`config.mk`:
```
export PLATFORM = sky130hd
export DESIGN_NAME = tswc_age_cmp
export DESIGN_NICKNAME = d
export VERILOG_FILES = /design/src/design/tswc_pkg.sv /design/src/design/tswc_age_cmp.sv
export SDC_FILE = /design/constraint.sdc
export NUM_CORES = 1
export LEC_CHECK = 0
export BUFFER_PORTS_ARGS = -buffer_cell sky130_fd_sc_hd__buf_4
export CAP_MARGIN = 5
export CORE_ASPECT_RATIO = 0.6
export CORE_MARGIN = 1
export CORE_UTILIZATION = 44
export DETAILED_ROUTE_END_ITERATION = 12
export PLACE_DENSITY = 0.79
export SLEW_MARGIN = 20
export SYNTH_ARGS = -nofsm -noshare
export SYNTH_HDL_FRONTEND = slang
export SYNTH_SLANG_ARGS = --single-unit
```
`constraint.sdc`:
```
create_clock -name vclk -period 5.9
set_clock_uncertainty 0.15 [all_clocks]
set_input_delay 0.885 -clock vclk [all_inputs]
set_output_delay 0.885 -clock vclk [all_outputs]
set_load 0.005 [all_outputs]
```
`src/design/tswc_pkg.sv`:
```
// Shared types and constants for the touch swipe window counter.
package tswc_pkg;

  // Configuration port geometry.
  localparam int CFG_IDX_W  = 3;
  localparam int CFG_DATA_W = 16;

  // Register indexes on the configuration port.
  localparam logic [CFG_IDX_W-1:0] CFG_TICK_PERIOD  = 3'd0;
  localparam logic [CFG_IDX_W-1:0] CFG_FRAME_PERIOD = 3'd1;
  localparam logic [CFG_IDX_W-1:0] CFG_WINDOW       = 3'd2;
  localparam logic [CFG_IDX_W-1:0] CFG_MIN_DIST     = 3'd3;
  localparam logic [CFG_IDX_W-1:0] CFG_ZONE_X_MIN   = 3'd4;
  localparam logic [CFG_IDX_W-1:0] CFG_ZONE_ROW1    = 3'd5;
  localparam logic [CFG_IDX_W-1:0] CFG_ZONE_ROW2    = 3'd6;
  localparam logic [CFG_IDX_W-1:0] CFG_ZONE_ROW3    = 3'd7;

  // Widths of the fixed fields.
  localparam int STAMP_W     = 32;
  localparam int WINDOW_W    = 16;
  localparam int PERIOD_W    = 8;
  localparam int DIST_W      = 10;
  localparam int COUNT_OUT_W = 8;
  localparam int EVENT_W     = 2;
  localparam int ZONE_W      = 3;

  // Register values after reset.
  localparam logic [PERIOD_W-1:0] TICK_PERIOD_RST  = 8'd10;
  localparam logic [PERIOD_W-1:0] FRAME_PERIOD_RST = 8'd10;
  localparam logic [WINDOW_W-1:0] WINDOW_RST       = 16'd1000;
  localparam logic [DIST_W-1:0]   MIN_DIST_RST     = 10'd30;
  localparam logic [DIST_W-1:0]   ZONE_X_MIN_RST   = 10'd195;
  localparam logic [DIST_W-1:0]   ZONE_ROW1_RST    = 10'd80;
  localparam logic [DIST_W-1:0]   ZONE_ROW2_RST    = 10'd160;
  localparam logic [DIST_W-1:0]   ZONE_ROW3_RST    = 10'd240;

  // Request kinds.
  localparam logic KIND_TICK  = 1'b0;
  localparam logic KIND_CLEAR = 1'b1;

  // Swipe event codes.
  localparam logic [EVENT_W-1:0] EV_NONE     = 2'd0;
  localparam logic [EVENT_W-1:0] EV_FORWARD  = 2'd1;
  localparam logic [EVENT_W-1:0] EV_BACKWARD = 2'd2;

  // Zone codes.
  localparam logic [ZONE_W-1:0] ZONE_NONE  = 3'd0;
  localparam logic [ZONE_W-1:0] ZONE_ONE   = 3'd1;
  localparam logic [ZONE_W-1:0] ZONE_TWO   = 3'd2;
  localparam logic [ZONE_W-1:0] ZONE_THREE = 3'd3;
  localparam logic [ZONE_W-1:0] ZONE_BEYOND = 3'd4;

  // Commands from the sequencer to one stamp queue.
  typedef struct packed {
    logic clear;
    logic pop;
    logic push;
  } q_ctrl_t;

  // Status of one stamp queue; stamp is the entry at the tail.
  typedef struct packed {
    logic                   empty;
    logic                   full;
    logic [COUNT_OUT_W-1:0] count_sat;
    logic [STAMP_W-1:0]     stamp;
  } q_stat_t;

endpackage

```
`src/design/tswc_age_cmp.sv`:
```
// Shared age check: a stamp has expired when now minus stamp exceeds the window.
module tswc_age_cmp (
  input  logic [tswc_pkg::STAMP_W-1:0]  now_ms,
  input  logic [tswc_pkg::STAMP_W-1:0]  stamp,
  input  logic [tswc_pkg::WINDOW_W-1:0] window_ms,
  output logic                          expired
);

  logic [tswc_pkg::STAMP_W-1:0] age;

  // Age wraps modulo the stamp width.
  assign age     = now_ms - stamp;
  assign expired = age > tswc_pkg::STAMP_W'(window_ms);

endmodule

```
# Yosys cells after proc, flatten, opt, wreduce, memory -nomap -nowiden
# Index checks and enable logic that the tools add are counted.
[word_totals]
output_inout_bits = 1
romBits = 0
mem_count = 0
ff_bits = 0
ram_bits = 0
latch_bits = 0
input_bits = 80
[op_classes]
shifts = 0
bitwise = 0
eq_ne = 0
n_addsub = 1
div = 0
n_mux = 0
n_lt_le_gt_ge = 1
n_reduce_logical = 0
n_mul = 0
[ops]
columns = ["operator", "n"]
rows = [
  ["32-bit by 16-bit greater-than comparator with 1-bit output", 1],
  ["32-bit subtractor", 1],
]

# Longest topological paths before layout
# Gate-level depths: netlist of run 1.
[logic_depth]
depth_word = 2
ltp_mapped = 20
mapped_depth_nobuf = 20

# Least setup slack after synthesis of run 1
# Ideal clock, no wire load.
[synth_path]
path_kind = "input port to output port"
from = "input now_ms[0] (netlist bit)"
to = "output expired"
t_arrival_ns = 4.199
path_stages = 19
setup_slack_ns = 0.666
path_buffers = 0
path_cell_list = "inv_1 > ha_1 > fa_1 > nand2b_1 > a21oi_1 > nor2_1 > o21ai_0 > a31oi_1 > xnor2_1 > ha_1 > nand4_1 > nor3_1 > a2111oi_0 > a21oi_1 > a2111oi_0 > and3_1 > nand4_1 > nor4_1 > nand4_1"
[synth_via]
elab_chain_len = 2
[synth_rtl]
columns = ["item", "line", "source"]
rows = [
  ["from (decl)", "tswc_age_cmp.sv:3", "input logic [tswc_pkg::STAMP_W-1:0] now_ms,"],
  ["32-bit subtractor", "tswc_age_cmp.sv:12", "assign age = now_ms - stamp;"],
  ["32-bit by 16-bit greater-than comparator with 1-bit output", "tswc_age_cmp.sv:13", "assign expired = age > tswc_pkg::STAMP_W'(window_ms);"],
  ["to (decl)", "tswc_age_cmp.sv:6", "output logic expired"],
]
# Every way passes these cells.

# Final worst setup path of run 1
[layout_path]
from = "input stamp[6] (netlist bit)"
to = "output expired"
[layout_via]
elab_chain_len = 2
[layout_rtl]
columns = ["item", "line", "source"]
rows = [
  ["from (decl)", "tswc_age_cmp.sv:4", "input logic [tswc_pkg::STAMP_W-1:0] stamp,"],
  ["32-bit subtractor", "tswc_age_cmp.sv:12", ""],
  ["32-bit by 16-bit greater-than comparator with 1-bit output", "tswc_age_cmp.sv:13", ""],
]
# Every way passes these cells.

==> out/metrics.csv, run 1 <==
metric,value,unit
Area Growth Syn to Fin,35.6,%
num ports,81,
hpwl dp,5690,microns
initial antenna violation count,0,
syn_nets,458,
critical path class,in2out,
simple-gate share of the synthesized area,22.2,%
CP startpoint kind,input port,
Site Rows,19,
CTS Hold Bufs,0,
Slew @ Worst Pin,473,ps
multiplexer share of the synthesized area,0.970,%
crit-path max FO,6,
Yosys cell types,49,
Detail Route Antenna Nets,0,
Critical Path End,expired,
PortBufs,81,
Power Density,111,nW/um^2
yosys warns,0,
Die ar.,5280,sq um
CP Capture Type,output port,
average size of a mapped cell,6.64,sq um
Crit path arrival time,4610,ps
grt ovf,0,
die width,93.1,microns
final hold vios,0,
synthesized area,2190,sq um
min Tclk post-route,5650,ps
Sequential Area,0,sq um
Worst path max stage delay,380,ps
fmax,0.177,GHz
Slew HR,68.2,%
worst setup margin,253,ps
Post-Synth XOR/XNOR Area,9.93,%
"Seq/Total Area, Yosys",0,%
Starting Density,46.8,%
first-pass GRT wire length,10300,microns
detailed-route via count,2661,
crit-path cells,"buf_4, inv_1, ha_2, a21oi_4, o21ai_1, and3_1, nor2_2, nand3_1, a21o_1, a31oi_1, xnor2_1, ha_1, nand4_1, nor3_1, a2111oi_2, a21oi_1, a2111oi_2, and3_1, nand4_1, nor4_2, nand4_1, buf_4",
Critical-path top delay cell,a2111oi_2,
Post-Syn Instances,330,
Multi-input gate area,2030,sq um
compound-cell area share of the yosys netlist,28.9,%
setup tns final,0,ps
Crit path depth,22,
Crit. Startpoint,stamp[6],
Pleak,1.60,nW
first drt pass iteration count,4,
final sequential cell count,0,
core area,4680,sq um
routability cong.,0.912,
n_diodes,0,
DRC Markers,0,
Final period util,95.7,%
wire length per cell,14.0,microns
maximum vdd drop,0.0000479,V
largest family of logic cells by synthesized area,compound AO/OA/AOI/OAI gates,
pin count of the biggest net entering global routing,10,
Routed WL,6680,microns
vias per std cell,5.59,
Hold Path Class,in2out,
status,"finished, final reports clean",
Fill cells,448,
final layout net count,543,
CP top delay family,compound AO/OA/AOI/OAI gates,
vias in the first global route,2243,
Buf/Inv on CP,3,
GRT Util Overall,23.9,%
Max Cap Violations,0,
minimum hold slack,2110,ps
layout cell share with drive strength beyond 1,25.7,%
CP most frequent cell,nand4_1,
post-synthesis adder-cell area fraction,27.7,%
Critical Path RT,4870,ps
fin. max-slew vios,0,
dpl ws,-16.5,ps
Die Span Y,56.7,microns
Final Power,0.000329,W
clkbuf count,0,
Final setup viols,0,
DR iter-0 viols,215,
-- logic make-up (layout without fill, tap and decap cells) --
logic type / after synthesis / in the layout
and+or+nand+nor: 96 / 96
buffers and inverters: 60 / 143
muxes: 2 / 2
xor gates and xnor gates: 24 / 24
adders and majority gates: 48 / 48
AOI/OAI and AO/OA: 100 / 100
-- Yosys cell counts, types with 4 or more instances --
| cell type | n | area share, % |
|---|---|---|
| inv_1 | 56 | 9.6 |
| ha_1 | 47 | 27 |
| a21oi_1 | 38 | 8.7 |
| nand2_1 | 25 | 4.3 |
| nor2_1 | 17 | 2.9 |
| o21ai_0 | 17 | 3.9 |
| nand4_1 | 14 | 4.0 |
| nand3_1 | 13 | 3.0 |
| xnor2_1 | 13 | 5.2 |
| a21o_1 | 11 | 3.8 |
| xor2_1 | 10 | 4.0 |
| a31oi_1 | 4 | 1.1 |
| clkbuf_1 | 4 | 0.68 |
| o21bai_1 | 4 | 1.4 |
-- how the worst min path moves through the flow --
stage / startpoint / endpoint / slack [ps] / depth (start not counted)
2_1_floorplan: now_ms[31] / expired / 1860 / 3
3_3_place_gp: now_ms[31] / expired / 2100 / 5
3_5_place_dp: now_ms[31] / expired / 2120 / 5
4_1_cts: now_ms[31] / expired / 2130 / 5
5_1_grt: now_ms[31] / expired / 2150 / 5
6_report: now_ms[31] / expired / 2110 / 5
-- what timing repair did --
item / in CTS / in global routing
setup buffers: 0 / 2
gates resized for setup: 1 / 16
cloned: 0 / 0
setup endpoints to repair: 1 / 1
pin swaps: 1 / 16
-- power breakdown --
group	total [W]	switching, W	internal [W]
combinational	0.000329	0.000175	0.000154
sequential	0	0	0
clock	0	0	0
total	0.000329	0.000175	0.000154
-- cell usage in the layout (no fill, tap or decap), types with 2 or more instances in the layout --
cell type  count
nand2_1       25
o21a_1         2
nor4_1         2
nand3_1       13
nor3_1         3
o21ai_1        4
o21bai_1       4
inv_1         56
ha_1          46
o211ai_1       2
o21ai_0       15
xnor2_1       13
a31oi_1        4
nor2_2         2
xor2_1        10
a211oi_1       3
a21o_1        11
nand3b_1       2
buf_4         87
nand4_1       14
a211o_1        3
and3_1         2
nor2b_1        3
and2_1         3
a21oi_2        5
nand2b_1       2
nor2_1        16
a21oi_1       34
nor3b_1        2
a2111oi_2      2
-- through the flow --
stage,std cells,instance area [sq um],utilization [%]
after global placement,474,2890,61.8
after floorplan,330,2190,-
after detailed placement,474,2890,61.8
final,476,2970,63.5
after global routing,476,2970,63.5
after CTS,474,2900,61.9
-- layer usage --
layer / global-route usage [%] / vias up / wire length [microns] / part of all wire, %
li1: - / 1345 / - / -
met3: 0.813 / 0 / 524 / 7.8
met2: 32.9 / 121 / 2560 / 38
met5: 0 / - / 0 / 0
met4: 0 / 0 / 0 / 0
met1: 41.5 / 1195 / 3600 / 54
-- layout make-up --
cell class / count / area share [%]
repair buffers: 87 / 22.0
inverters: 56 / 7.07
multi-input cells: 270 / 68.3
well taps: 63 / 2.65
-- tightest hold or removal path, stage by stage --
cell and delay, ps:
buf_4 80, xor2_1 80, nand3_1 80, nand4_1 100
buf_4 140
(Power assumes the default switching activity.)
==> run 2, diff against run 1 <==
- CORE_UTILIZATION: 44 -> 53
- PLACE_DENSITY: 0.79 -> 0.92
==> out/metrics.csv, run 2 (synthesis results as in run 1) <==
metric,value,unit,change
clkbuf count,0,,unchanged
min Tclk post-route,5650,ps,+4.42 ps
Final Util,76.2,%,+13 points
Final Power,0.000327,W,-0.45%
clock share of power,0,%,unchanged
Buf/Inv on CP,2,,-1
vias in the first global route,2452,,+9.3%
n_diodes,0,,unchanged
Max Cap Violations,0,,unchanged
CTS Hold Bufs,0,,unchanged
Sequential Power Share,0,%,unchanged
Sequential Area,0,sq um,unchanged
CP startpoint kind,input port,,
num ports,81,,unchanged
Die Span Y,51.8,microns,-8.6%
first-pass GRT wire length,11000,microns,+6.7%
Area Growth Syn to Fin,32.4,%,
combinational share of power,100.0,%,about the same
DRC Markers,0,,unchanged
pin count of the biggest net entering global routing,10,,unchanged
Critical-path top delay cell,ha_1,,
detailed-route via count,2738,,+2.9%
first drt pass iteration count,5,,+1
most frequent cells in the layout,"84 x buf_4, 56 x inv_1, 45 x ha_1",,
vias per std cell,5.99,,+7.2%
Crit path arrival time,4620,ps,about the same
Slew HR,66.0,%,-2.1 points
final layout net count,540,,-0.55%
initial antenna violation count,0,,unchanged
Psw,0.000177,W,+1.2%
Detail Route Antenna Nets,0,,unchanged
wire length per cell,14.8,microns,+5.6%
crit-path max FO,6,,unchanged
Final setup viols,0,,unchanged
Fill cells,306,,-32%
sw frac,54.1,%,+0.86 points
Multi-input gate area,2000,sq um,-1.4%
DR iter-0 viols,215,,unchanged
CP top delay family,compound AO/OA/AOI/OAI gates,,
critical path class,in2out,,
crit-path cells,"buf_4, ha_1, a21oi_2, and2_1, a21oi_1, nor2_1, nand3_1, a21o_1, a31oi_1, xnor2_1, ha_1, nand4_1, a21oi_1, a2111oi_2, a21oi_1, a2111oi_2, and3_1, nand4_1, nor4_2, nand4_1, buf_4",,
Hold Path Class,in2out,,
layout cell share with drive strength beyond 1,24.1,%,-1.5 points
Starting Density,57.6,%,+11 points
hpwl dp,5850,microns,+2.7%
Power Density,113,nW/um^2,+1.9%
grt ovf,0,,unchanged
fmax,0.177,GHz,about the same
die width,85.0,microns,-8.7%
fin. max-slew vios,0,,unchanged
Site Rows,17,,-2
status,"finished, final reports clean",,
final hold vios,0,,unchanged
Routed WL,6770,microns,+1.4%
GRT Util Overall,30.9,%,+7.0 points
core area,3810,sq um,-19%
Critical Path RT,4870,ps,about the same
Worst path max stage delay,400,ps,+20 ps
final sequential cell count,0,,unchanged
Pleak,1.58,nW,-1.4%
Final period util,95.8,%,about the same
maximum vdd drop,0.0000623,V,+30%
CP Capture Type,output port,,
setup tns final,0,ps,unchanged
Die ar.,4410,sq um,-17%
"commonest non-fill, non-tap cell in the layout",buf_4,,
PortBufs,81,,unchanged
P_int,0.000150,W,-2.3%
routability cong.,0.976,,+7.0%
Slew @ Worst Pin,505,ps,+31.5 ps
==> run 2: area by class of cell <==
class	instances	area share (%)
well taps	47	2.03
inverters	56	7.24
repair buffers	84	21.7
multi-input cells	270	69.0
==> run 2: per-stage QoR <==
stage          hold slack (ps)  instances  area [sq um]  setup slack, ps
2_1_floorplan             1860        330          2190              666
3_3_place_gp              2090        456          2860              188
3_5_place_dp              2100        456          2860            -54.7
4_1_cts                   2100        456          2870             21.8
5_1_grt                   2140        457          2900            -46.6
6_report                  2110        457          2900              249
==> run 2: power by group through the flow <==
stage                     Clock, W  Sequential (W)  Combinational [W]
final                            0               0           0.000327
after global routing             0               0           0.000360
after CTS                        0               0           0.000310
after detailed placement         0               0           0.000306
after global placement           0               0           0.000293
after floorplan                  0               0           0.000207
==> run 2: worst min-delay path, stage by stage <==
cell and delay, ps:
buf_4 80, xor2_1 80, nand3_1 90, nand4_1 100, buf_4 150
==> run 2: routing by layer <==
metal | part of all wire [%] | global-route usage (%) | wire length (microns)
met1 | 45 | 44.5 | 3070
met2 | 40 | 50.0 | 2740
met3 | 13 | 5.87 | 912
met4 | 0.65 | 1.69 | 44
met5 | 0 | 0 | 0
==> run 2: worst paths after layout <==
| check | start | endpoint | depth (start not counted) |
|---|---|---|---|
| setup / recovery | now_ms[4] | expired | 21 |
| hold / removal | now_ms[31] | expired | 5 |
==> run 2: repair_timing <==
item | in CTS | in global routing
buffers inserted | 0 | 1
pin swaps | 1 | 3
setup endpoints to repair | 1 | 1
resized for setup | 3 | 9
cloned | 0 | 0
==> run 3, diff against run 2 <==
- BUFFER_PORTS_ARGS: -buffer_cell sky130_fd_sc_hd__buf_4 -> unset
- CORE_UTILIZATION: 53 -> 55
- DONT_BUFFER_PORTS: unset -> 1
- PLACE_DENSITY: 0.92 -> 0.77
==> out/metrics.csv, run 3 (synthesis results as in run 1) <==
metric,value,unit,change
crit-path max FO,3,,-3
first-pass GRT wire length,9180,microns,-17%
fmax,0.178,GHz,+0.46%
Slew @ Worst Pin,454,ps,-50.6 ps
Psw,0.000158,W,-11%
Area Growth Syn to Fin,2.80,%,
min Tclk post-route,5630,ps,-26.0 ps
Critical Path RT,4870,ps,about the same
n_diodes,0,,unchanged
PortBufs,0,,-100%
sw frac,58.1,%,+4.0 points
CP Capture Type,output port,,
Sequential Power Share,0,%,unchanged
final sequential cell count,0,,unchanged
Crit. Startpoint,now_ms[0],,
Die Span Y,50.9,microns,-1.8%
pin count of the biggest net entering global routing,10,,unchanged
CTS Hold Bufs,0,,unchanged
Post-Layout Cell Count,373,,-18%
Power Density,121,nW/um^2,+7.2%
clock share of power,0,%,unchanged
most frequent cells in the layout,"56 x inv_1, 45 x ha_1, 38 x a21oi_1",,
layout cell share with drive strength beyond 1,3.37,%,-21 points
vias per std cell,6.38,,+6.4%
first drt pass iteration count,5,,unchanged
wire length per cell,15.7,microns,+5.8%
routability cong.,0.929,,-4.8%
initial antenna violation count,0,,unchanged
Max Cap Violations,0,,unchanged
setup tns final,0,ps,unchanged
Pleak,1.17,nW,-26%
DRC Markers,0,,unchanged
DR iter-0 viols,181,,-16%
Site Rows,17,,unchanged
grt ovf,0,,unchanged
Slew HR,69.4,%,+3.4 points
GRT Util Overall,25.9,%,-5.0 points
num ports,81,,unchanged
unrepaired setup endpoints after global routing,no,,
maximum vdd drop,0.0000578,V,-7.3%
final layout net count,456,,-16%
combinational share of power,100.0,%,about the same
vias in the first global route,1982,,-19%
hpwl dp,5130,microns,-12%
Crit path arrival time,4590,ps,-30 ps
critical path class,in2out,,
Die ar.,4250,sq um,-3.5%
final hold vios,0,,unchanged
status,"finished, final reports clean",,
clkbuf count,0,,unchanged
post-placement cell count,373,,-18%
core area,3740,sq um,-1.7%
CP startpoint kind,input port,,
Final period util,95.3,%,-0.44 points
"commonest non-fill, non-tap cell in the layout",inv_1,,
die width,83.5,microns,-1.8%
fin. max-slew vios,0,,unchanged
detailed-route via count,2378,,-13%
Sequential Area,0,sq um,unchanged
Starting Density,58.6,%,+0.98 points
Final setup viols,0,,unchanged
Detail Route Antenna Nets,0,,unchanged
Critical Path End,expired,,
Routed WL,5850,microns,-14%
P_int,0.000114,W,-24%
Hold Path Class,in2out,,
run 3: changes by cell type in the layout (fill, tap and decap cells not counted), sizes merged:
cell	delta
buf	-84
run 3: area by class of cell:
cell class | instances | area (sq um)
Multi-Input combinational cell | 270 | 1980
Fill cell | 377 | 1490
Inverter | 56 | 210
Tap cell | 47 | 58.8
run 3: worst max-delay path, stage by stage:
cell and delay, ps:
inv_1 20, ha_1 210, fa_1 420, nand2b_1 220, a21oi_1 230, o21ai_0 170, nand3b_1 150, xor2_1 180
ha_1 290, a21oi_1 160, nand2_1 70, a21o_1 180, a2111oi_2 290, a21oi_1 90, a2111oi_0 260, and3_1 210
nand4_1 100, nor4_2 290, nand4_1 160
run 3: layer usage:
layer,track usage [%],vias to the layer above,wire (microns)
met5,0,-,0
met4,0,0,0
met3,2.10,0,609
met2,36.6,130,2210
met1,43.3,1074,3030
li1,-,1174,-
run 3: per-stage QoR:
stage	utilization (%)	setup slack, ps	power, W	area [sq um]	hold slack (ps)
global placement	59.7	346	0.000253	2240	1890
CTS	59.7	165	0.000261	2240	1910
floorplan	-	666	0.000207	2190	1860
finish	60.2	275	0.000273	2250	1920
global route	60.2	5.89	0.000302	2250	1930
detailed placement	59.7	177	0.000260	2240	1910
run 3: worst min-delay path by stage:
stage | from | to | cells after the start
after floorplan | now_ms[31] | expired | 3
after global placement | now_ms[31] | expired | 3
after detailed placement | now_ms[31] | expired | 3
after CTS | now_ms[31] | expired | 3
after global routing | now_ms[31] | expired | 3
final | now_ms[31] | expired | 3
run 3: repair_timing:
action / CTS / global route
setup buffers: 0 / 0
endpoints found under the setup margin: 0 / 1
resized for setup: 0 / 6
run 3: power groups by stage:
stage / sequential (W) / clock, W / combinational, W
after floorplan: 0 / 0 / 0.000207
after global placement: 0 / 0 / 0.000253
after detailed placement: 0 / 0 / 0.000260
after CTS: 0 / 0 / 0.000261
after global routing: 0 / 0 / 0.000302
final: 0 / 0 / 0.000273
